==> src/sv/met_pkg.sv <==
package met_pkg;

  localparam int FRAC_BITS_DEF = 28;

  localparam int PORT_W = 32;
  localparam int ITER_W = 16;
  localparam int ZW     = 36;
  localparam int ZH     = ZW / 2;
  localparam int MW     = ZW + ZH + 1;
  localparam int PW     = 2 * ZW;
  localparam int SW     = PW + 2;

  localparam int CFG_IDX_W = 2;
  localparam int CFG_W     = 32;

  localparam logic [CFG_IDX_W-1:0] CFG_START_REAL   = 2'd0;
  localparam logic [CFG_IDX_W-1:0] CFG_START_IMAG   = 2'd1;
  localparam logic [CFG_IDX_W-1:0] CFG_MAX_ITER     = 2'd2;
  localparam logic [CFG_IDX_W-1:0] CFG_INSIDE_COLOR = 2'd3;

  localparam logic [ITER_W-1:0] MAX_ITER_RST = 16'd150;

endpackage

==> src/sv/mandelbrot_escape_time_core.sv <==
// Escape-time engine for one point of the Mandelbrot set per beat.
// Input beat: in_tdata carries c_real in bits [31:0] and c_imag in bits [63:32],
// both signed fixed point with FRAC_BITS fraction bits. Output beat: out_tdata
// carries the 16-bit color, which is the escape count, or inside_color when
// the count reached max_iter (a max_iter of 0 answers inside_color at once).
// Configuration: cfg_we with cfg_addr 0..3 writes start_real, start_imag,
// max_iter and inside_color; write only while no point is in flight.
// One point is worked at a time; in_tready is high only when the engine idles.
// Every product goes through one shared 36x19 multiplier in three phases
// (low half, high half, sum), so each iteration of z = z*z + c steps through
// x*y, update, x*x, y*y, magnitude compare. A point stops when |z|^2 reaches
// 4, when its count reaches max_iter or when z saturates; out_tvalid then
// rises, and the next input beat can be taken in the same cycle that it rises.
// The finished color sits in an output register; a new point is accepted while
// it waits, and the engine holds its own next result until out_tready frees it.
// Reset (rst_n low, synchronous) drops any point in flight, clears out_tvalid
// and restores start_real = start_imag = 0, max_iter = 150, inside_color = 0.
module mandelbrot_escape_time_core #(
  parameter int FRAC_BITS = met_pkg::FRAC_BITS_DEF
) (
  input  logic                              clk,
  input  logic                              rst_n,
  input  logic                              in_tvalid,
  output logic                              in_tready,
  input  logic [2*met_pkg::PORT_W-1:0]      in_tdata,   // c_real, c_imag
  output logic                              out_tvalid,
  input  logic                              out_tready,
  output logic [met_pkg::ITER_W-1:0]        out_tdata,  // color
  input  logic                              cfg_we,
  input  logic [met_pkg::CFG_IDX_W-1:0]     cfg_addr,
  input  logic [met_pkg::CFG_W-1:0]         cfg_wdata
);

  localparam int ZW = met_pkg::ZW;
  localparam int ZH = met_pkg::ZH;
  localparam int MW = met_pkg::MW;
  localparam int PW = met_pkg::PW;
  localparam int SW = met_pkg::SW;
  localparam int PORT_W = met_pkg::PORT_W;
  localparam int ITER_W = met_pkg::ITER_W;

  localparam logic [1:0] PH_LO  = 2'd0;
  localparam logic [1:0] PH_HI  = 2'd1;
  localparam logic [1:0] PH_SUM = 2'd2;

  localparam logic signed [SW-1:0] FOUR = SW'(4) <<< FRAC_BITS;
  localparam logic signed [SW-1:0] ZMAX = {{(SW-ZW+1){1'b0}}, {(ZW-1){1'b1}}};
  localparam logic signed [SW-1:0] ZMIN = ~ZMAX;

  typedef enum logic [6:0] {
    ST_IDLE = 7'b0000001,
    ST_SQX  = 7'b0000010,
    ST_SQY  = 7'b0000100,
    ST_CRS  = 7'b0001000,
    ST_UPD  = 7'b0010000,
    ST_CHK  = 7'b0100000,
    ST_DONE = 7'b1000000
  } state_t;

  state_t state_r, state_nxt;
  logic [1:0] ph_r, ph_nxt;
  logic first_r, first_nxt;
  logic out_valid_r, out_valid_nxt;
  logic [ITER_W-1:0] out_color_r, out_color_nxt;

  logic signed [PORT_W-1:0] start_real_r, start_imag_r;
  logic [ITER_W-1:0] max_iter_r, inside_color_r;

  logic signed [ZW-1:0] x_r, x_nxt, y_r, y_nxt;
  logic signed [PORT_W-1:0] cr_r, cr_nxt, ci_r, ci_nxt;
  logic signed [PW-1:0] xx_r, xx_nxt, yy_r, yy_nxt, xy_r, xy_nxt;
  logic signed [MW-1:0] pp_r, pp_nxt, lo_r, lo_nxt;
  logic [ITER_W-1:0] count_r, count_nxt;

  logic signed [ZW-1:0] op_a, op_b;
  logic signed [ZH:0] b_part;
  logic signed [MW-1:0] mul;
  logic signed [PW-1:0] lo_ext, hi_ext, prod, prod_sh;
  logic signed [SW-1:0] xx_e, yy_e, xy_e, cr_e, ci_e, nr_w, ni_w, mag_w;
  logic nr_hi, nr_lo, ni_hi, ni_lo, over;
  logic [ITER_W-1:0] count_inc;
  logic in_acc;

  assign in_tready  = (state_r == ST_IDLE);
  assign in_acc     = in_tvalid && in_tready;
  assign out_tvalid = out_valid_r;
  assign out_tdata  = out_color_r;

  assign op_a   = (state_r == ST_SQY) ? y_r : x_r;
  assign op_b   = (state_r == ST_SQX) ? x_r : y_r;
  assign b_part = (ph_r == PH_LO) ? $signed({1'b0, op_b[ZH-1:0]})
                                  : $signed({op_b[ZW-1], op_b[ZW-1:ZH]});
  assign mul    = op_a * b_part;

  assign lo_ext  = {{(PW-MW){lo_r[MW-1]}}, lo_r};
  assign hi_ext  = {{(PW-MW){pp_r[MW-1]}}, pp_r};
  assign prod    = lo_ext + (hi_ext <<< ZH);
  assign prod_sh = (state_r == ST_CRS) ? (prod >>> (FRAC_BITS - 1)) : (prod >>> FRAC_BITS);

  assign xx_e  = {{(SW-PW){xx_r[PW-1]}}, xx_r};
  assign yy_e  = {{(SW-PW){yy_r[PW-1]}}, yy_r};
  assign xy_e  = {{(SW-PW){xy_r[PW-1]}}, xy_r};
  assign cr_e  = {{(SW-PORT_W){cr_r[PORT_W-1]}}, cr_r};
  assign ci_e  = {{(SW-PORT_W){ci_r[PORT_W-1]}}, ci_r};
  assign nr_w  = xx_e - yy_e + cr_e;
  assign ni_w  = xy_e + ci_e;
  assign mag_w = xx_e + yy_e;
  assign nr_hi = nr_w > ZMAX;
  assign nr_lo = nr_w < ZMIN;
  assign ni_hi = ni_w > ZMAX;
  assign ni_lo = ni_w < ZMIN;
  assign over  = nr_hi || nr_lo || ni_hi || ni_lo;
  assign count_inc = count_r + 16'd1;

  always_comb begin
    state_nxt     = state_r;
    ph_nxt        = ph_r;
    first_nxt     = first_r;
    out_valid_nxt = out_valid_r;
    out_color_nxt = out_color_r;
    x_nxt         = x_r;
    y_nxt         = y_r;
    cr_nxt        = cr_r;
    ci_nxt        = ci_r;
    xx_nxt        = xx_r;
    yy_nxt        = yy_r;
    xy_nxt        = xy_r;
    pp_nxt        = pp_r;
    lo_nxt        = lo_r;
    count_nxt     = count_r;

    if (out_valid_r && out_tready) begin
      out_valid_nxt = 1'b0;
    end

    case (state_r)
      ST_IDLE: begin
        if (in_acc) begin
          x_nxt     = {{(ZW-PORT_W){start_real_r[PORT_W-1]}}, start_real_r};
          y_nxt     = {{(ZW-PORT_W){start_imag_r[PORT_W-1]}}, start_imag_r};
          cr_nxt    = in_tdata[PORT_W-1:0];
          ci_nxt    = in_tdata[2*PORT_W-1:PORT_W];
          count_nxt = '0;
          first_nxt = 1'b1;
          ph_nxt    = PH_LO;
          state_nxt = (max_iter_r == '0) ? ST_DONE : ST_SQX;
        end
      end
      ST_SQX, ST_SQY, ST_CRS: begin
        case (ph_r)
          PH_LO: begin
            pp_nxt = mul;
            ph_nxt = PH_HI;
          end
          PH_HI: begin
            lo_nxt = pp_r;
            pp_nxt = mul;
            ph_nxt = PH_SUM;
          end
          default: begin
            ph_nxt = PH_LO;
            if (state_r == ST_SQX) begin
              xx_nxt    = prod_sh;
              state_nxt = ST_SQY;
            end else if (state_r == ST_SQY) begin
              yy_nxt    = prod_sh;
              state_nxt = first_r ? ST_CRS : ST_CHK;
            end else begin
              xy_nxt    = prod_sh;
              state_nxt = ST_UPD;
            end
          end
        endcase
      end
      ST_UPD: begin
        first_nxt = 1'b0;
        count_nxt = count_inc;
        x_nxt = nr_hi ? ZMAX[ZW-1:0] : (nr_lo ? ZMIN[ZW-1:0] : nr_w[ZW-1:0]);
        y_nxt = ni_hi ? ZMAX[ZW-1:0] : (ni_lo ? ZMIN[ZW-1:0] : ni_w[ZW-1:0]);
        state_nxt = (over || count_inc >= max_iter_r) ? ST_DONE : ST_SQX;
      end
      ST_CHK: begin
        state_nxt = (mag_w >= FOUR) ? ST_DONE : ST_CRS;
      end
      ST_DONE: begin
        if (!out_valid_r || out_tready) begin
          out_valid_nxt = 1'b1;
          out_color_nxt = (count_r >= max_iter_r) ? inside_color_r : count_r;
          state_nxt     = ST_IDLE;
        end
      end
      default: begin
        state_nxt = ST_IDLE;
      end
    endcase
  end

  always_ff @(posedge clk) begin
    if (!rst_n) begin
      state_r        <= ST_IDLE;
      ph_r           <= PH_LO;
      first_r        <= 1'b0;
      out_valid_r    <= 1'b0;
      start_real_r   <= '0;
      start_imag_r   <= '0;
      max_iter_r     <= met_pkg::MAX_ITER_RST;
      inside_color_r <= '0;
    end else begin
      state_r     <= state_nxt;
      ph_r        <= ph_nxt;
      first_r     <= first_nxt;
      out_valid_r <= out_valid_nxt;
      if (cfg_we) begin
        case (cfg_addr)
          met_pkg::CFG_START_REAL:   start_real_r   <= cfg_wdata[PORT_W-1:0];
          met_pkg::CFG_START_IMAG:   start_imag_r   <= cfg_wdata[PORT_W-1:0];
          met_pkg::CFG_MAX_ITER:     max_iter_r     <= cfg_wdata[ITER_W-1:0];
          met_pkg::CFG_INSIDE_COLOR: inside_color_r <= cfg_wdata[ITER_W-1:0];
          default: ;
        endcase
      end
    end
  end

  always_ff @(posedge clk) begin
    out_color_r <= out_color_nxt;
    x_r         <= x_nxt;
    y_r         <= y_nxt;
    cr_r        <= cr_nxt;
    ci_r        <= ci_nxt;
    xx_r        <= xx_nxt;
    yy_r        <= yy_nxt;
    xy_r        <= xy_nxt;
    pp_r        <= pp_nxt;
    lo_r        <= lo_nxt;
    count_r     <= count_nxt;
  end

  a_busy_after_accept: assert property (@(posedge clk) disable iff (!rst_n)
    in_tvalid && in_tready |=> !in_tready)
    else $error("engine still ready after taking a point");

  a_count_bounded: assert property (@(posedge clk) disable iff (!rst_n)
    (state_r != ST_IDLE) && !(state_r == ST_DONE) && (state_r != ST_UPD)
      |-> count_r < max_iter_r)
    else $error("iteration count passed the limit");

  a_square_nonneg: assert property (@(posedge clk) disable iff (!rst_n)
    (state_r == ST_SQX) && (ph_r == PH_SUM) |=> !xx_r[PW-1])
    else $error("x squared came out negative");

  a_phase_range: assert property (@(posedge clk) disable iff (!rst_n)
    (state_r == ST_UPD) || (state_r == ST_CHK) || (state_r == ST_IDLE)
      |-> ph_r == PH_LO)
    else $error("multiplier phase left mid-product");

endmodule
==> config.mk <==
export PLATFORM = sky130hd
export DESIGN_NAME = mandelbrot_escape_time_core
export DESIGN_NICKNAME = d
export VERILOG_FILES = /design/src/sv/met_pkg.sv /design/src/sv/mandelbrot_escape_time_core.sv
export SDC_FILE = /design/constraint.sdc
export NUM_CORES = 2
export LEC_CHECK = 0
export BUFFER_PORTS_ARGS = -buffer_cell sky130_fd_sc_hd__buf_2
export CAP_MARGIN = 40
export CELL_PAD_IN_SITES_DETAIL_PLACEMENT = 1
export CELL_PAD_IN_SITES_GLOBAL_PLACEMENT = 1
export CORE_MARGIN = 1.5
export CORE_UTILIZATION = 50
export CTS_CLUSTER_SIZE = 14
export DETAILED_ROUTE_END_ITERATION = 16
export GPL_TIMING_DRIVEN = 0
export PLACE_DENSITY_LB_ADDON = 0.3
export SYNTH_ARGS = -nofsm -noshare
export SYNTH_HDL_FRONTEND = slang
export SYNTH_SLANG_ARGS = --single-unit
==> constraint.sdc <==
create_clock -name clk -period 12.65 [get_ports clk]
set_input_delay 0.6325 -clock clk [delete_from_list [all_inputs] [get_ports clk]]
set_output_delay 0.6325 -clock clk [all_outputs]
set_load 0.005 [all_outputs]
== Word level (Yosys, flattened, before mapping) ==
Cells that the tools add are included.
Word-level totals
  register bits: 520
Cells by class
  $add $sub $neg: 6
  reductions and logical operators: 29
  multiplexer cells: 33
  equality and inequality tests: 14
  bitwise logic cells: 3
  $mul: 1
  magnitude comparators: 7
Operators with widths (count)
  $mux W36: 8
  $pmux W36 S2: 2
  $gt A74 B36 Y1 const B: 1
  $lt A74 B36 Y1 const B: 1
  $add A55 B72 Y72: 1
  $mul A36 B19 Y55: 1
  $add A46 B32 Y47: 1
  $add A45 B32 Y46: 1
  $add A45 B45 Y46: 1
  $ge A46 B32 Y1 const B: 1
  $gt A46 B36 Y1 const B: 1
  $lt A46 B36 Y1 const B: 1
  $sub A45 B45 Y46: 1
  $mux W44: 1
  $mux W7: 6
  $pmux W7 S5: 1
  $ge A16 B16 Y1: 2
  $mux W16: 2
  $pmux W16 S2: 1
  $reduce_and A2 Y1: 10
  $mux W19: 1
  $mux W6: 3
  $add A16 B1 Y16 const B: 1
  $logic_not A16 Y1: 1
  25 further kinds: 43

== Logic depth before layout (Yosys ltp) ==
  depth in word-level cells: 9
  gate-level depth with buffers: 33
  mapped depth without buffers: 30

== Least setup slack after synthesis ==
Ideal clock, no wire load.
  path type: register to register
  start: reg state_r[1]
  end: reg pp_r[52], data pin
  path buffers: 4
  data required time: 12389 ps
  arrival time: 8330 ps
  stages on the path, launching flop included: 31
  clock period less this slack: 8591 ps
  path slack: 4059 ps
  path through: dfxtp_1 -> nor3_1 -> nand4b_1 -> clkbuf_1 -> clkbuf_1 -> buf_1 -> mux2i_1 -> clkbuf_1 -> nor2_1 -> fa_1 -> inv_1 -> fa_1 -> fa_1 -> inv_1 -> fa_1 -> fa_1 -> fa_1 -> inv_1 -> fa_1 -> inv_1 -> ha_1 -> a21oi_1 -> nand2_1 -> o31ai_1 -> o21ai_1 -> a41oi_1 -> o311ai_1 -> nand2_1 -> o21ai_1 -> a21o_1 -> a311o_1
Between the ends
  longest elaborated chain between the ends: 4
RTL lines
  from (decl): line mandelbrot_escape_time_core.sv:60  | state_t state_r, state_nxt;
  from (signal assigned): line mandelbrot_escape_time_core.sv:209  | state_r <= state_nxt;
  $eq A7 B2 Y1: line mandelbrot_escape_time_core.sv:90  | assign op_b = (state_r == ST_SQX) ? x_r : y_r;
  $mux W36: line mandelbrot_escape_time_core.sv:90
  $mux W19: line mandelbrot_escape_time_core.sv:91  | assign b_part = (ph_r == PH_LO) ? $signed({1'b0, op_b[ZH-1:0]})
  $mul A36 B19 Y55 *: line mandelbrot_escape_time_core.sv:93  | assign mul = op_a * b_part;
  named net mul[52]: line mandelbrot_escape_time_core.sv:77  | logic signed [MW-1:0] mul;
  to (signal assigned): line mandelbrot_escape_time_core.sv:234  | pp_r <= pp_nxt;
  to (decl): line mandelbrot_escape_time_core.sv:72  | logic signed [MW-1:0] pp_r, pp_nxt, lo_r, lo_nxt;
Mark *: on every way through the listed nets, which the timed path passes. The rest lies on a longest branch.
A chain may end at the register's enable or synchronous reset.

== Worst setup path after layout ==
  start: reg state_r[1]
  end: reg pp_r[46], data pin
The elaborated chain is that of the path after synthesis.

==> results.md <==
* Clk sink count at 502
* Synth Register Bits at 502
* CTS tree: built
* Count of unique library cells instantiated by Yosys at 96
* Clock transition at path regs at 70 ps
* CP startpoint kind: flop
* Setup WS post-layout at 1150 ps
* Worst path most repeated cell: fa_1
* Ys async rst share at 0
* Slew Viols, Final at 0
* Clock Skews at 77.4 ps
* Most frequent cells in the layout: 871 x inv_1, 765 x nand2_1, 705 x fa_1, 494 x nor2_1, 395 x edfxtp_1
* Syn avg cell area at 9.44 sq um
* Worst hold-check path type: in2reg
* DRT iter0 DRCs at 4763
* Slew HR at 0.0825
* Worst setup EP type: flop
* Worst Hold Path Cells at 1
* Starting Density at 0.504
* Buffers added on ports at 119
* Vias in the first global route at 47.8k
* CTS buffer count at 54
* Worst EP arrival at 11900 ps
* Setup TNS at 0 ps
* Run status: finished clean
* Largest net degree at the start of global routing at 37
* CP peak stage delay at 720 ps
* Slew @ Worst Pin at 1380 ps
* FMAX at 87.0 MHz
* PostCTS Resize Cnt at 0
* Aggregate global-route resource usage at 0.365
* Initial antenna violation count at 12
* Via count at 45.3k
* EDFF count, synth at 395
* Antenna Nets Post-Route at 0
* Die W at 331 um
* Final setup fails at 0
* Final worst-path cycle share at 0.909
* Post-Syn Instances at 5713
* Residual DRC at 0
* Root Driver: clkbuf_16
* Die Area at 0.110 sq mm
* Mapped cell area at 0.0539 sq mm
* Worst-path maximum fanout at 10
* Maxcap violations at 0
* Worst Path Required at 13050 ps
* DR pass1 iterations at 6
* First-pass GRT wire length at 300000 um
* Seq/Total Area, Yosys at 0.260
* WS Path Type: reg2reg
* GPL Wtd Cong at 1.00
* RSZ-0062 raised after global routing: false
* Row count at 120
* Commonest non-fill, non-tap cell in the layout: inv_1
* Fraction of layout cells with a size suffix above 1 at 0.0713
* Place WS at 1540 ps
* Die Y-Extent at 331 um
* Critical-path top delay cell: o311ai_1
* Setup bufs post-CTS at 0
* Syn nets at 6890
* Post-synth top flop: edfxtp_1
* Post-CTS Hold Buffers at 0
* Wirelength per Cell at 27.0 um
* Grt total ovfl at 0
* H-tree levels at 2
* WL final at 200000 um
* Worst R2R Path Depth at 29
* Final HPWL DP at 167000 um
* Floorplan core area at 0.107 sq mm
* Synth warnings at 0
* Final min period at 11500 ps
* Fin. Hold Viols at 0
* Area growth syn-to-layout at 9.74%
* Clk_lat worst skew at 680 ps
* IO Count at 121
* Vias/cell at 6.11
* Nets at 7145
* Longest Clk Path Bufs at 3
-- cell type report --
class / count / area, sq um
diodes: 2 / 5.00
plain buffers: 219 / 883
clock buffers: 67 / 1520
clock inverters: 35 / 400
fillers: 12300 / 47900
inverters: 871 / 3270
multi-input cells: 4121 / 35900
flip-flops and latches: 502 / 14000
well taps: 1403 / 1760
repair buffers: 199 / 1470
-- registers in the layout, indices dropped and copies added (netlist names), 32 cells and up --
register and count:
ci_r 32, cr_r 32, lo_r 37, pp_r 55, start_imag_r 32, start_real_r 32, x_r 36, xx_r 45
xy_r 45, y_r 36, yy_r 45
-- logic make-up (layout without fill, tap and decap cells) --
| kind of cell | after synthesis | in the layout | share of synthesized area |
|---|---|---|---|
| buffers and inverters | 1090 | 1391 | 0.0770 |
| and+or+nand+nor | 1679 | 1679 | 0.136 |
| DFF | 502 | 502 | 0.260 |
| xor gates and xnor gates | 192 | 192 | 0.0312 |
| AOI/OAI and AO/OA | 1024 | 1024 | 0.119 |
| muxes | 152 | 152 | 0.0296 |
| adders and majority gates | 1074 | 1074 | 0.347 |
| other | 0 | 2 | 0 |
-- worst max-delay path: cells and delay by family (launching register included) --
family                   cells  cell delay, ps
adder cells (fa/ha/maj)      8            4030
flip-flops                   1             410
multiplexers                 1             440
AND/OR/NAND/NOR              4             560
XOR/XNOR                     1             550
AO/OA/AOI/OAI                7            2610
buffers and inverters        8            2560
-- metrics by stage --
stage	area, sq um	util	instances	hold slack (ps)
after floorplan	53900	-	5713	400
after global placement	56300	0.526	7235	440
after detailed placement	57200	0.535	7310	448
after CTS	59200	0.553	7412	99.1
after global routing	59200	0.553	7417	112
final	59200	0.553	7419	122
-- metal layers --
layer	GRT usage	routed length [um]
met1	0.502	82100
met5	0	80
met2	0.569	89400
met4	0.157	10500
met3	0.0619	18400
-- Yosys cell counts (12+ instances only) --
master / n / area [sq um]
or2_2: 13 / 81.3
mux2i_1: 90 / 901
nor4_1: 19 / 119
xnor2_1: 127 / 1110
a211oi_1: 29 / 218
a31oi_1: 49 / 307
nand4_1: 30 / 188
nor2_1: 499 / 1870
and2_1: 50 / 313
nor3_1: 44 / 220
mux2_2: 62 / 698
a21oi_1: 380 / 1900
fa_1: 705 / 14100
a21o_1: 101 / 758
inv_1: 871 / 3270
ha_1: 369 / 4620
and3_1: 26 / 163
o21bai_1: 38 / 285
clkbuf_1: 186 / 698
o21ai_0: 147 / 736
o21ai_1: 45 / 225
a22o_1: 12 / 105
nand2b_1: 52 / 325
dfxtp_1: 107 / 2140
nor2b_1: 36 / 225
xor2_1: 65 / 569
o21a_1: 40 / 300
o211ai_1: 30 / 225
nand2_1: 765 / 2870
buf_2: 16 / 80.1
or3_1: 15 / 93.8
edfxtp_1: 395 / 11900
nand3_1: 65 / 325
-- path summary, 6_finish.rpt --
| path | start | endpoint | slack (ps) |
|---|---|---|---|
| worst max register to register | state_r[1]$_SDFFE_PN0P_ | pp_r[46]$_DFFE_PP_ | 1150 |
| worst min register to register | pp_r[44]$_DFFE_PP_ | lo_r[44]$_DFFE_PP_ | 420 |
| worst max-delay path | state_r[1]$_SDFFE_PN0P_ | pp_r[46]$_DFFE_PP_ | 1150 |
| worst min-delay path | in_tdata[23] | cr_r[23]$_DFFE_PP_ | 120 |
Power is not shown: default switching activity piles up to over one toggle a cycle in this logic, so the estimate is an artifact.
